File: src/design/omni_wheel_velocity_lqr_controller_defines.svh
// Assertion helpers used by the controller sequencer (owv_lqr_ctrl)
`ifndef OMNI_WHEEL_VELOCITY_LQR_CONTROLLER_DEFINES_SVH
`define OMNI_WHEEL_VELOCITY_LQR_CONTROLLER_DEFINES_SVH

// same-cycle implication, checked outside reset
`define OWV_CHECK(lbl, ante, cons, msg) \
   lbl: assert property (@(posedge clock) disable iff (reset) (ante) |-> (cons)) else $error(msg);

// next-cycle implication, checked outside reset
`define OWV_NEXT(lbl, ante, cons, msg) \
   lbl: assert property (@(posedge clock) disable iff (reset) (ante) |=> (cons)) else $error(msg);

`endif

File: src/design/owv_lqr_pkg.sv
package owv_lqr_pkg;

   localparam int FRAC_BITS_DEF = 16;
   localparam int CF     = 24;
   localparam int SIG_W  = 32;
   localparam int COEF_W = 28;
   localparam int OPB_W  = 34;
   localparam int PROD_W = COEF_W + OPB_W;
   localparam int ACC_W  = 66;
   localparam int IDX_W  = 8;

   // sequencer phases
   localparam logic [2:0] PH_RATE = 3'd0;
   localparam logic [2:0] PH_KIN  = 3'd1;
   localparam logic [2:0] PH_NVM  = 3'd2;
   localparam logic [2:0] PH_FILT = 3'd3;
   localparam logic [2:0] PH_XS   = 3'd4;
   localparam logic [2:0] PH_OPT  = 3'd5;
   localparam logic [2:0] PH_LQR  = 3'd6;
   localparam logic [2:0] PH_VOLT = 3'd7;

   // register indexes
   localparam logic [IDX_W-1:0] CSR_MODE  = 8'd0;
   localparam logic [IDX_W-1:0] CSR_ALPHA = 8'd1;
   localparam logic [15:0]      ALPHA_RESET = 16'd55706;

   typedef struct packed {
      logic       load_in;
      logic       issue;
      logic       first;
      logic       wb;
      logic       load_out;
      logic [2:0] phase;
      logic [2:0] row;
      logic [2:0] term;
   } cmd_type;

   typedef struct packed {
      logic mode;
      logic out_busy;
   } status_type;

   // coefficients, 24 fraction bits
   localparam logic signed [COEF_W-1:0] ONE_C  = 28'sd16777216;
   localparam logic signed [COEF_W-1:0] RATE_K = 28'sd175691;

   localparam logic signed [COEF_W-1:0] KIN_C [3][3] = '{
      '{28'sd0, 28'sd489895, -28'sd489895},
      '{-28'sd565392, 28'sd281857, 28'sd281857},
      '{28'sd2823605, 28'sd2823605, 28'sd2823605}};

   localparam logic signed [COEF_W-1:0] A_SMITH_C [3] = '{
      28'sd13787516, 28'sd13787516, 28'sd9878425};

   localparam logic signed [COEF_W-1:0] B_MAT_C [3][3] = '{
      '{28'sd0, 28'sd671089, -28'sd671089},
      '{-28'sd773430, 28'sd387554, 28'sd387554},
      '{28'sd16555757, 28'sd16555757, 28'sd16555757}};

   localparam logic signed [COEF_W-1:0] K_LQR_C [3][6] = '{
      '{28'sd0, -28'sd123151476, 28'sd3325244, 28'sd0, -28'sd84649443, 28'sd5630434},
      '{28'sd106652762, 28'sd61575738, 28'sd3325244,
        28'sd73308045, 28'sd42323883, 28'sd5630434},
      '{-28'sd106652762, 28'sd61575738, 28'sd3325244,
        -28'sd73308045, 28'sd42323883, 28'sd5630434}};

   // multiply terms per row of a phase
   function automatic logic [2:0] phase_terms(input logic [2:0] ph);
      logic [2:0] n;
      unique case (ph)
         PH_RATE: n = 3'd1;
         PH_KIN:  n = 3'd3;
         PH_NVM:  n = 3'd4;
         PH_FILT: n = 3'd2;
         PH_XS:   n = 3'd1;
         PH_OPT:  n = 3'd5;
         PH_LQR:  n = 3'd6;
         PH_VOLT: n = 3'd1;
         default: n = 3'd1;
      endcase
      return n;
   endfunction

   function automatic logic [2:0] phase_rows(input logic [2:0] ph);
      return (ph == PH_OPT) ? 3'd6 : 3'd3;
   endfunction

   function automatic logic [2:0] next_phase(input logic [2:0] ph, input logic mode);
      logic [2:0] n;
      unique case (ph)
         PH_RATE: n = PH_KIN;
         PH_KIN:  n = mode ? PH_OPT : PH_NVM;
         PH_NVM:  n = PH_FILT;
         PH_FILT: n = PH_XS;
         PH_XS:   n = PH_LQR;
         PH_OPT:  n = PH_LQR;
         PH_LQR:  n = PH_VOLT;
         default: n = PH_VOLT;
      endcase
      return n;
   endfunction

   // clamp to signed 32 bit
   function automatic logic signed [SIG_W-1:0] sat32(input logic signed [ACC_W-1:0] v);
      logic signed [ACC_W-1:0] hi;
      logic signed [ACC_W-1:0] lo;
      hi = ACC_W'(32'sh7FFFFFFF);
      lo = ACC_W'(-32'sh7FFFFFFF - 32'sd1);
      if (v > hi) return 32'sh7FFFFFFF;
      if (v < lo) return -32'sh7FFFFFFF - 32'sd1;
      return SIG_W'(v);
   endfunction

endpackage

File: src/design/owv_lqr_ctrl.sv
`include "omni_wheel_velocity_lqr_controller_defines.svh"

module owv_lqr_ctrl (
   input  logic                    clock,
   input  logic                    reset,
   input  logic                    req_valid,
   output logic                    req_stall,
   input  owv_lqr_pkg::status_type status,
   output owv_lqr_pkg::cmd_type    cmd
);
   import owv_lqr_pkg::*;

   localparam logic [2:0] S_IDLE  = 3'd0;
   localparam logic [2:0] S_ISSUE = 3'd1;
   localparam logic [2:0] S_DRAIN = 3'd2;
   localparam logic [2:0] S_WB    = 3'd3;
   localparam logic [2:0] S_OUT   = 3'd4;

   logic [2:0] state_ff, state_in;
   logic [2:0] phase_ff, phase_in;
   logic [2:0] row_ff, row_in;
   logic [2:0] term_ff, term_in;
   logic       drain_ff, drain_in;

   // sequencer: issue the terms of a row, wait out the MAC pipe, write back, then load the result
   always_comb begin
      state_in  = state_ff;
      phase_in  = phase_ff;
      row_in    = row_ff;
      term_in   = term_ff;
      drain_in  = drain_ff;
      cmd       = '0;
      cmd.phase = phase_ff;
      cmd.row   = row_ff;
      cmd.term  = term_ff;
      cmd.first = (term_ff == 3'd0);
      unique case (state_ff)
         S_IDLE: begin
            if (req_valid) begin
               cmd.load_in = 1'b1;
               state_in    = S_ISSUE;
               phase_in    = PH_RATE;
               row_in      = 3'd0;
               term_in     = 3'd0;
            end
         end
         S_ISSUE: begin
            cmd.issue = 1'b1;
            if (term_ff == phase_terms(phase_ff) - 3'd1) begin
               state_in = S_DRAIN;
               drain_in = 1'b0;
            end else begin
               term_in = term_ff + 3'd1;
            end
         end
         S_DRAIN: begin
            if (drain_ff) state_in = S_WB;
            else drain_in = 1'b1;
         end
         S_WB: begin
            cmd.wb  = 1'b1;
            term_in = 3'd0;
            if (row_ff == phase_rows(phase_ff) - 3'd1) begin
               row_in = 3'd0;
               if (phase_ff == PH_VOLT) begin
                  state_in = S_OUT;
               end else begin
                  phase_in = next_phase(phase_ff, status.mode);
                  state_in = S_ISSUE;
               end
            end else begin
               row_in   = row_ff + 3'd1;
               state_in = S_ISSUE;
            end
         end
         S_OUT: begin
            if (!status.out_busy) begin
               cmd.load_out = 1'b1;
               state_in     = S_IDLE;
            end
         end
         default: state_in = S_IDLE;
      endcase
   end

   always_ff @(posedge clock) begin
      if (reset) begin
         state_ff <= S_IDLE;
         phase_ff <= PH_RATE;
         row_ff   <= 3'd0;
         term_ff  <= 3'd0;
         drain_ff <= 1'b0;
      end else begin
         state_ff <= state_in;
         phase_ff <= phase_in;
         row_ff   <= row_in;
         term_ff  <= term_in;
         drain_ff <= drain_in;
      end
   end

   assign req_stall = (state_ff != S_IDLE);

   // checks
   `OWV_NEXT(chk_start, req_valid && !req_stall, state_ff == S_ISSUE && phase_ff == PH_RATE && row_ff == 3'd0, "transfer did not start the rate phase")
   `OWV_CHECK(chk_wb_drained, cmd.wb, $past(state_ff) == S_DRAIN, "write-back before MAC pipe drained")
   `OWV_NEXT(chk_volt_end, cmd.wb && phase_ff == PH_VOLT && row_ff == 3'd2, state_ff == S_OUT, "last voltage row did not end the tick")
   `OWV_CHECK(chk_out_free, cmd.load_out, !status.out_busy, "result overwritten while stalled")

endmodule

File: config.mk
export PLATFORM = sky130hd
export DESIGN_NAME = owv_lqr_ctrl
export DESIGN_NICKNAME = d
export VERILOG_FILES = /design/src/design/owv_lqr_pkg.sv /design/src/design/owv_lqr_ctrl.sv
export VERILOG_INCLUDE_DIRS = /design/src /design/src/design
export SDC_FILE = /design/constraint.sdc
export NUM_CORES = 1
export LEC_CHECK = 0
export BUFFER_PORTS_ARGS = -buffer_cell sky130_fd_sc_hd__buf_2
export CAP_MARGIN = 20
export CORE_MARGIN = 3
export CORE_UTILIZATION = 54
export CTS_CLUSTER_DIAMETER = 200
export CTS_CLUSTER_SIZE = 40
export DETAILED_ROUTE_END_ITERATION = 12
export PLACE_DENSITY = 0.85
export SLEW_MARGIN = 20
export SYNTH_ARGS = -nofsm -noshare
export SYNTH_HDL_FRONTEND = slang
export SYNTH_SLANG_ARGS = --single-unit
File: constraint.sdc
create_clock -name clock -period 2.8 [get_ports clock]
set_clock_uncertainty 0.2 [all_clocks]
set_input_delay 0.28 -clock clock [delete_from_list [all_inputs] [get_ports clock]]
set_output_delay 0.28 -clock clock [all_outputs]
set_load 0.03 [all_outputs]
==> impl_metrics.csv, run 1 <==
group,metric,value,unit
synthesis,ys_seq_area_share,30.2,%
cts,clock_latency,290,ps
global_routing,grt_antenna_before_repair,0,
synthesis,netlist_instances,122,
cts,cts_buffers,3,
cells_and_area,synthToLayoutAreaGrowth,13.2,%
sta,max_freq,405,MHz
detailed_routing,wirelength,2280,microns
power,leakagePower,0.000560,uW
global_routing,grt-ovfl-total,0,
synthesis,ys.flop_type,"dfxtp_1",
global_routing,grt.total_usage,20.1,%
worst_setup_path,critical_path_arrival,2470,ps
cts,cts_sinks,16,
synthesis,syn_area,1060,sq um
global_routing,grt_pass1_wl,3950,microns
sta,rsz0062_at_grt,"false",
cells_and_area,finish.net_count,152,
global_routing,grt_max_degree,14,
worst_setup_path,r2r-start,"state_ff[2]$_SDFFE_PP0P_",
synthesis,yosys_warnings,0,
cts,postCtsResizedCells,0,
floorplanning,initial_core_util,59.4,%
worst_setup_path,required,2790,ps
worst_setup_path,slowest_stage,"dfxtp_1",
cts,htreeDepth,1,
hold_path,min_from,"status[0]",
worst_setup_path,cp-start-kind,"register",
detailed_routing,drc,0,
cts,cts_setup_buffers,0,
synthesis,syn_nets,133,
cts,clockBufferDepth,2,
job,max_cap_violations,0,
synthesis,synth.distinct_cells,45,
sta,fin_setup_tns,0,ps
sta,relSlewSlack,61.3,%
worst_setup_path,max_stage_delay,600,ps
worst_setup_path,cp_max_fo,13,
detailed_routing,ant_nets,0,
synthesis,ys_ff_latch,16,
detailed_routing,first_pass_iters,4,
synthesis,async_flop_share,0,%
worst_setup_path,startpoint,"state_ff[2]$_SDFFE_PP0P_",
sta,hold_viol,0,
detailed_routing,viasPerCell,5.78,
cells_and_area,diodes,0,
floorplanning,dieArea,2530,sq um
synthesis,synth-edff-count,0,
floorplanning,io_pins,20,
placement,place_congestion,0.854,
worst_setup_path,path_cells,"nand3b_1, inv_1, or2_1, nand3_1, o311a_1, inv_1, ha_1, mux2_4",
placement,portBuffers,19,
worst_setup_path,end_kind,"register",
worst_setup_path,crit_top_cell,"inv_1",
detailed_routing,avgRoutedWirePerCell,13.8,microns
sta,setup_viol,0,
power,ir_worst_vdd,0.276,mV
cts,clkTransAtPathRegs,100,ps
cts,root_buffer,"clkbuf_4",
detailed_routing,drt_iter0_drc,29,
floorplanning,core_area,1780,sq um
sta,tightest_slew,576,ps
cts,ctsHoldBuffers,0,
sta,post-route-period-util,88.3,%
cts,cts_tree,"yes",
synthesis,avgSynthCellArea,8.69,sq um
floorplanning,die_x,50.3,microns
detailed_routing,vias,953,
floorplanning,fp-row-count,15,
hold_path,hold_path.class,"in -> reg",
power,pwr_density_cell,454,nW/um^2
global_routing,grt_pass1_vias,900,
floorplanning,die_y,50.3,microns
placement,hpwl,1750,microns
worst_setup_path,path_class,"reg -> reg",
sta,fin_crit,2470,ps
sta,drv_slew,0,
power,fin_total_pwr,544,uW
outcome,status,"completed",
cells_and_area,drive_above_1_share,24.3,%
[where the power goes]
part | internal [uW] | total (uW) | switching (uW)
clock network | 79.3 | 157 | 77.2
logic | 47.0 | 127 | 79.7
registers | 237 | 261 | 24.2
[metrics by stage]
stage | instance area (sq um) | setup slack (ps) | instances | hold slack, ps | util (%)
after floorplan | 1060 | 537 | 122 | 172 | -
after detailed placement | 1160 | 389 | 161 | 294 | 65.3
after global placement | 1160 | 503 | 161 | 281 | 65.3
after CTS | 1200 | 369 | 165 | 64.6 | 67.3
final | 1200 | 329 | 165 | 66.3 | 67.3
after global routing | 1200 | 129 | 165 | 67.2 | 67.3
[cell usage after synthesis, types with 3 or more instances]
cell	n	area, sq um
a21oi_1	8	40.0
a31oi_1	4	25.0
buf_2	3	15.0
dfxtp_1	16	320
ha_1	6	75.1
inv_1	10	37.5
mux2i_1	4	40.0
nand2_1	7	26.3
nor2_1	17	63.8
nor3_1	3	15.0
or3_1	4	25.0
xnor2_1	3	26.3
[cell families (layout without fill, tap and decap cells)]
logic type / after synthesis / after routing / synth area share, %
AO/OA/AOI/OAI: 25 / 25 / 17.0
AND/OR/NAND/NOR: 48 / 48 / 26.9
multiplexers: 7 / 7 / 7.56
buffers and inverters: 15 / 33 / 5.67
XOR/XNOR: 5 / 5 / 5.55
adder cells (fa/ha/maj): 6 / 6 / 7.08
flip-flops: 16 / 16 / 30.2
[critical path: cells and delay by family (launching register included)]
kind            cells  cell delay [ps]
simple gates        3              690
flops               1              600
mux                 1              250
buf+inv             2              210
fa+ha+maj           1              210
compound gates      1              200
[layout make-up]
cell class | count | area [sq um]
repair buffers | 19 | 95.1
inverters | 10 | 37.5
fillers | 140 | 583
flip-flops and latches | 16 | 320
multi-input cells | 91 | 679
clock buffers | 4 | 36.3
well taps | 25 | 31.3
[per-layer routing]
layer	GRT usage [%]	vias to the layer above	part of all wire (%)
li1	-	468	-
met1	24.7	449	43
met2	33.0	29	50
met3	4.15	7	4.7
met4	10.3	0	2.5
met5	0	-	0
[placed cells by master, fill, tap and decap left out, types with 4 or more instances in the layout]
master,count
mux2i_1,4
buf_2,19
nand2_1,7
nor2_1,17
a21oi_1,8
dfxtp_1,16
inv_1,10
or3_1,4
ha_1,6
a31oi_1,4
[final timing paths]
kind	endpoint	slack, ps	depth (start not counted)
worst max-delay path	register	330	8
worst min-delay path	state_ff[2]$_SDFFE_PP0P_	70	3
worst max register to register	register	330	8
worst min register to register	drain_ff$_SDFFE_PP0P_	310	2
(Power assumes the default switching activity.)
==> run 2, diff against run 1 <==
- ABC_AREA: default -> 1
==> run 2 against run 1 <==
Cell count increased by 29%. Register-to-register slack improved by 410 ps. Sequential power increased by 30%. Area after synthesis increased by 4.3%. Setup slack improved by 410 ps. Cell area increased by 4.0%. Count of clock-buffer cells in the layout unchanged. Sequential share of layout area decreased by 1.0 points. Die area increased by 3.7%. Largest power group is now combinational logic.
==> impl_metrics.csv, run 2 <==
group,metric,value,unit
outcome,status,"completed",
power,leakagePower,0.000685,uW
worst_setup_path,r2r_slack,740,ps
worst_setup_path,end_kind,"register",
detailed_routing,vias,1133,
power,switching_share,50.5,%
synthesis,post-synth-top-count-cell,"nand2_1",
cts,cts_tree,"yes",
cells_and_area,final.fill_count,168,
detailed_routing,first_pass_iters,4,
sta,fin_crit,2060,ps
sta,drv_slew,0,
cts,cts_buffers,3,
worst_setup_path,cp-start-kind,"register",
placement,place_congestion,0.944,
global_routing,grt-ovfl-total,0,
power,p_sw,577,uW
synthesis,yosys_warnings,0,
cts,root_buffer,"clkbuf_4",
cts,ctsHoldBuffers,0,
synthesis,ys_seq_area_share,29.0,%
detailed_routing,wirelength,2580,microns
power,fin_total_pwr,1140,uW
global_routing,grt_max_degree,10,
floorplanning,fp-row-count,15,
sta,rsz0062_at_grt,"false",
cts,htreeDepth,1,
cells_and_area,final_common_cell,"nand2_1",
synthesis,syn_area,1100,sq um
synthesis,netlist_top_cells_count,"40 x nand2_1, 28 x inv_1, 16 x dfxtp_1, 16 x nand3_1, 15 x a21oi_1",
cts,cts_setup_buffers,0,
sta,hold_viol,0,
cts,cts_sinks,16,
synthesis,synth.largest_area_cell,"dfxtp_1",
floorplanning,die_x,51.2,microns
hold_path,hold_path.class,"in -> reg",
synthesis,ys.flop_type,"dfxtp_1",
detailed_routing,drc,0,
global_routing,grt.total_usage,22.3,%
synthesis,synth.top_cell.area_share,29.0,%
synthesis,netlist_instances,166,
cells_and_area,drive_above_1_share,20.7,%
cells_and_area,synthToLayoutAreaGrowth,12.9,%
worst_setup_path,critical_path_arrival,2100,ps
detailed_routing,drt_iter0_drc,34,
placement,placedCellCount,209,
power,p_seq_share,29.6,%
sta,relSlewSlack,74.1,%
worst_setup_path,path_class,"reg -> reg",
sta,max_freq,485,MHz
worst_setup_path,cp_max_fo,8,
floorplanning,dieArea,2620,sq um
floorplanning,core_area,1820,sq um
placement,hpwl,2050,microns
sta,tightest_slew,386,ps
synthesis,syn_nets,177,
worst_setup_path,required,2840,ps
cells_and_area,multiInputGateArea,643,sq um
sta,setup_viol,0,
synthesis,synthTopCellsByArea,"dfxtp_1 29%, nand2_1 14%, inv_1 9.5%",
cts,clock_latency,290,ps
power,p_clk_share,13.4,%
placement,portBuffers,19,
cells_and_area,seq_area,320,sq um
power,combPwrFrac,57.0,%
cts,postCtsResizedCells,0,
global_routing,grt_pass1_vias,985,
global_routing,grt_antenna_before_repair,0,
floorplanning,die_y,51.2,microns
worst_setup_path,worstRegToRegCells,10,
cells_and_area,layout_common_cells,"40 x nand2_1, 28 x inv_1, 19 x buf_2",
detailed_routing,viasPerCell,5.32,
synthesis,synth.distinct_cells,22,
synthesis,avgSynthCellArea,6.66,sq um
cts,clockBufferDepth,2,
cts,clkTransAtPathRegs,90,ps
sta,post-route-period-util,73.6,%
floorplanning,initial_core_util,60.7,%
global_routing,grt_pass1_wl,4380,microns
synthesis,synth-edff-count,0,
cells_and_area,diodes,0,
sta,fin_setup_tns,0,ps
floorplanning,io_pins,20,
power,internal_power,565,uW
detailed_routing,avgRoutedWirePerCell,12.1,microns
synthesis,ys_ff_latch,16,
power,pwr_density_cell,916,nW/um^2
power,ir_worst_vdd,0.641,mV
synthesis,async_flop_share,0,%
hold_path,hold_depth,2,
cells_and_area,finish.net_count,200,
cells_and_area,instances_no_fill,213,
job,max_cap_violations,0,
detailed_routing,ant_nets,0,
run 2: changes by cell type after synthesis, sizes merged, moves of 3 or more:
cell | previous run | this run
nand3 | 2 | 21
nor2 | 18 | 13
a21oi | 8 | 16
nand2 | 7 | 46
o21ai | 1 | 4
a31oi | 4 | 0
or3 | 4 | 0
mux2i | 5 | 0
nor3 | 4 | 1
inv | 10 | 31
run 2: final cells by class:
type	instances	area share, %
inverter	32	9.73
sequential	16	25.7
tap	25	2.51
multi-input combinational	117	51.6
clock buffer	4	2.91
timing repair buffer	19	7.62
run 2: power by group through the flow:
stage	Sequential [uW]	Combinational [uW]	Clock (uW)
floorplan	365	469	0
CTS	337	646	156
finish	338	651	153
global placement	336	612	0
global route	347	725	162
detailed placement	341	642	0
run 2: layer usage:
| layer | global-route usage (%) | up-vias | share of wire, % |
|---|---|---|---|
| met5 | 0 | - | 0 |
| met2 | 39.7 | 33 | 51 |
| met4 | 8.73 | 0 | 2.9 |
| met3 | 5.54 | 9 | 4.3 |
| met1 | 25.4 | 522 | 41 |
| li1 | - | 569 | - |
run 2: logic make-up (layout without fill, tap and decap cells):
kind of cell               count (synthesis)  count (layout)  synth area share [%]
and+or+nand+nor                           86              86                  37.4
buffers and inverters                     33              55                  12.8
AOI/OAI and AO/OA                         20              20                  10.1
DFF                                       16              16                  29.0
adders and majority gates                  6               6                  6.79
xor gates and xnor gates                   5               5                  3.96
run 2: critical path, cell delays in order, from the launching register on:
cell and delay [ps]:
dfxtp_1 470, nand3_2 200, clkinv_2 150, nand3_4 140, nand2_2 110, nand2_2 50
nand2_2 70, nand2_2 70, ha_1 310, nand3b_1 170, nand2_1 70
run 2: final timing paths:
check	from	end
worst max register to register	state_ff[1]$_SDFFE_PP0P_	register
worst min-delay path	reset	row_ff[1]$_SDFFE_PP0P_
worst min register to register	drain_ff$_SDFFE_PP0P_	drain_ff$_SDFFE_PP0P_
worst max-delay path	state_ff[1]$_SDFFE_PP0P_	register
run 2: stage by stage:
stage	utilization (%)	hold WS [ps]	area [sq um]	worst slack, ps
floorplan	-	149	1100	764
global placement	66.5	248	1210	884
detailed placement	66.5	259	1210	783
CTS	68.5	39.8	1250	757
global route	68.5	50.4	1250	594
finish	68.5	48.5	1250	740
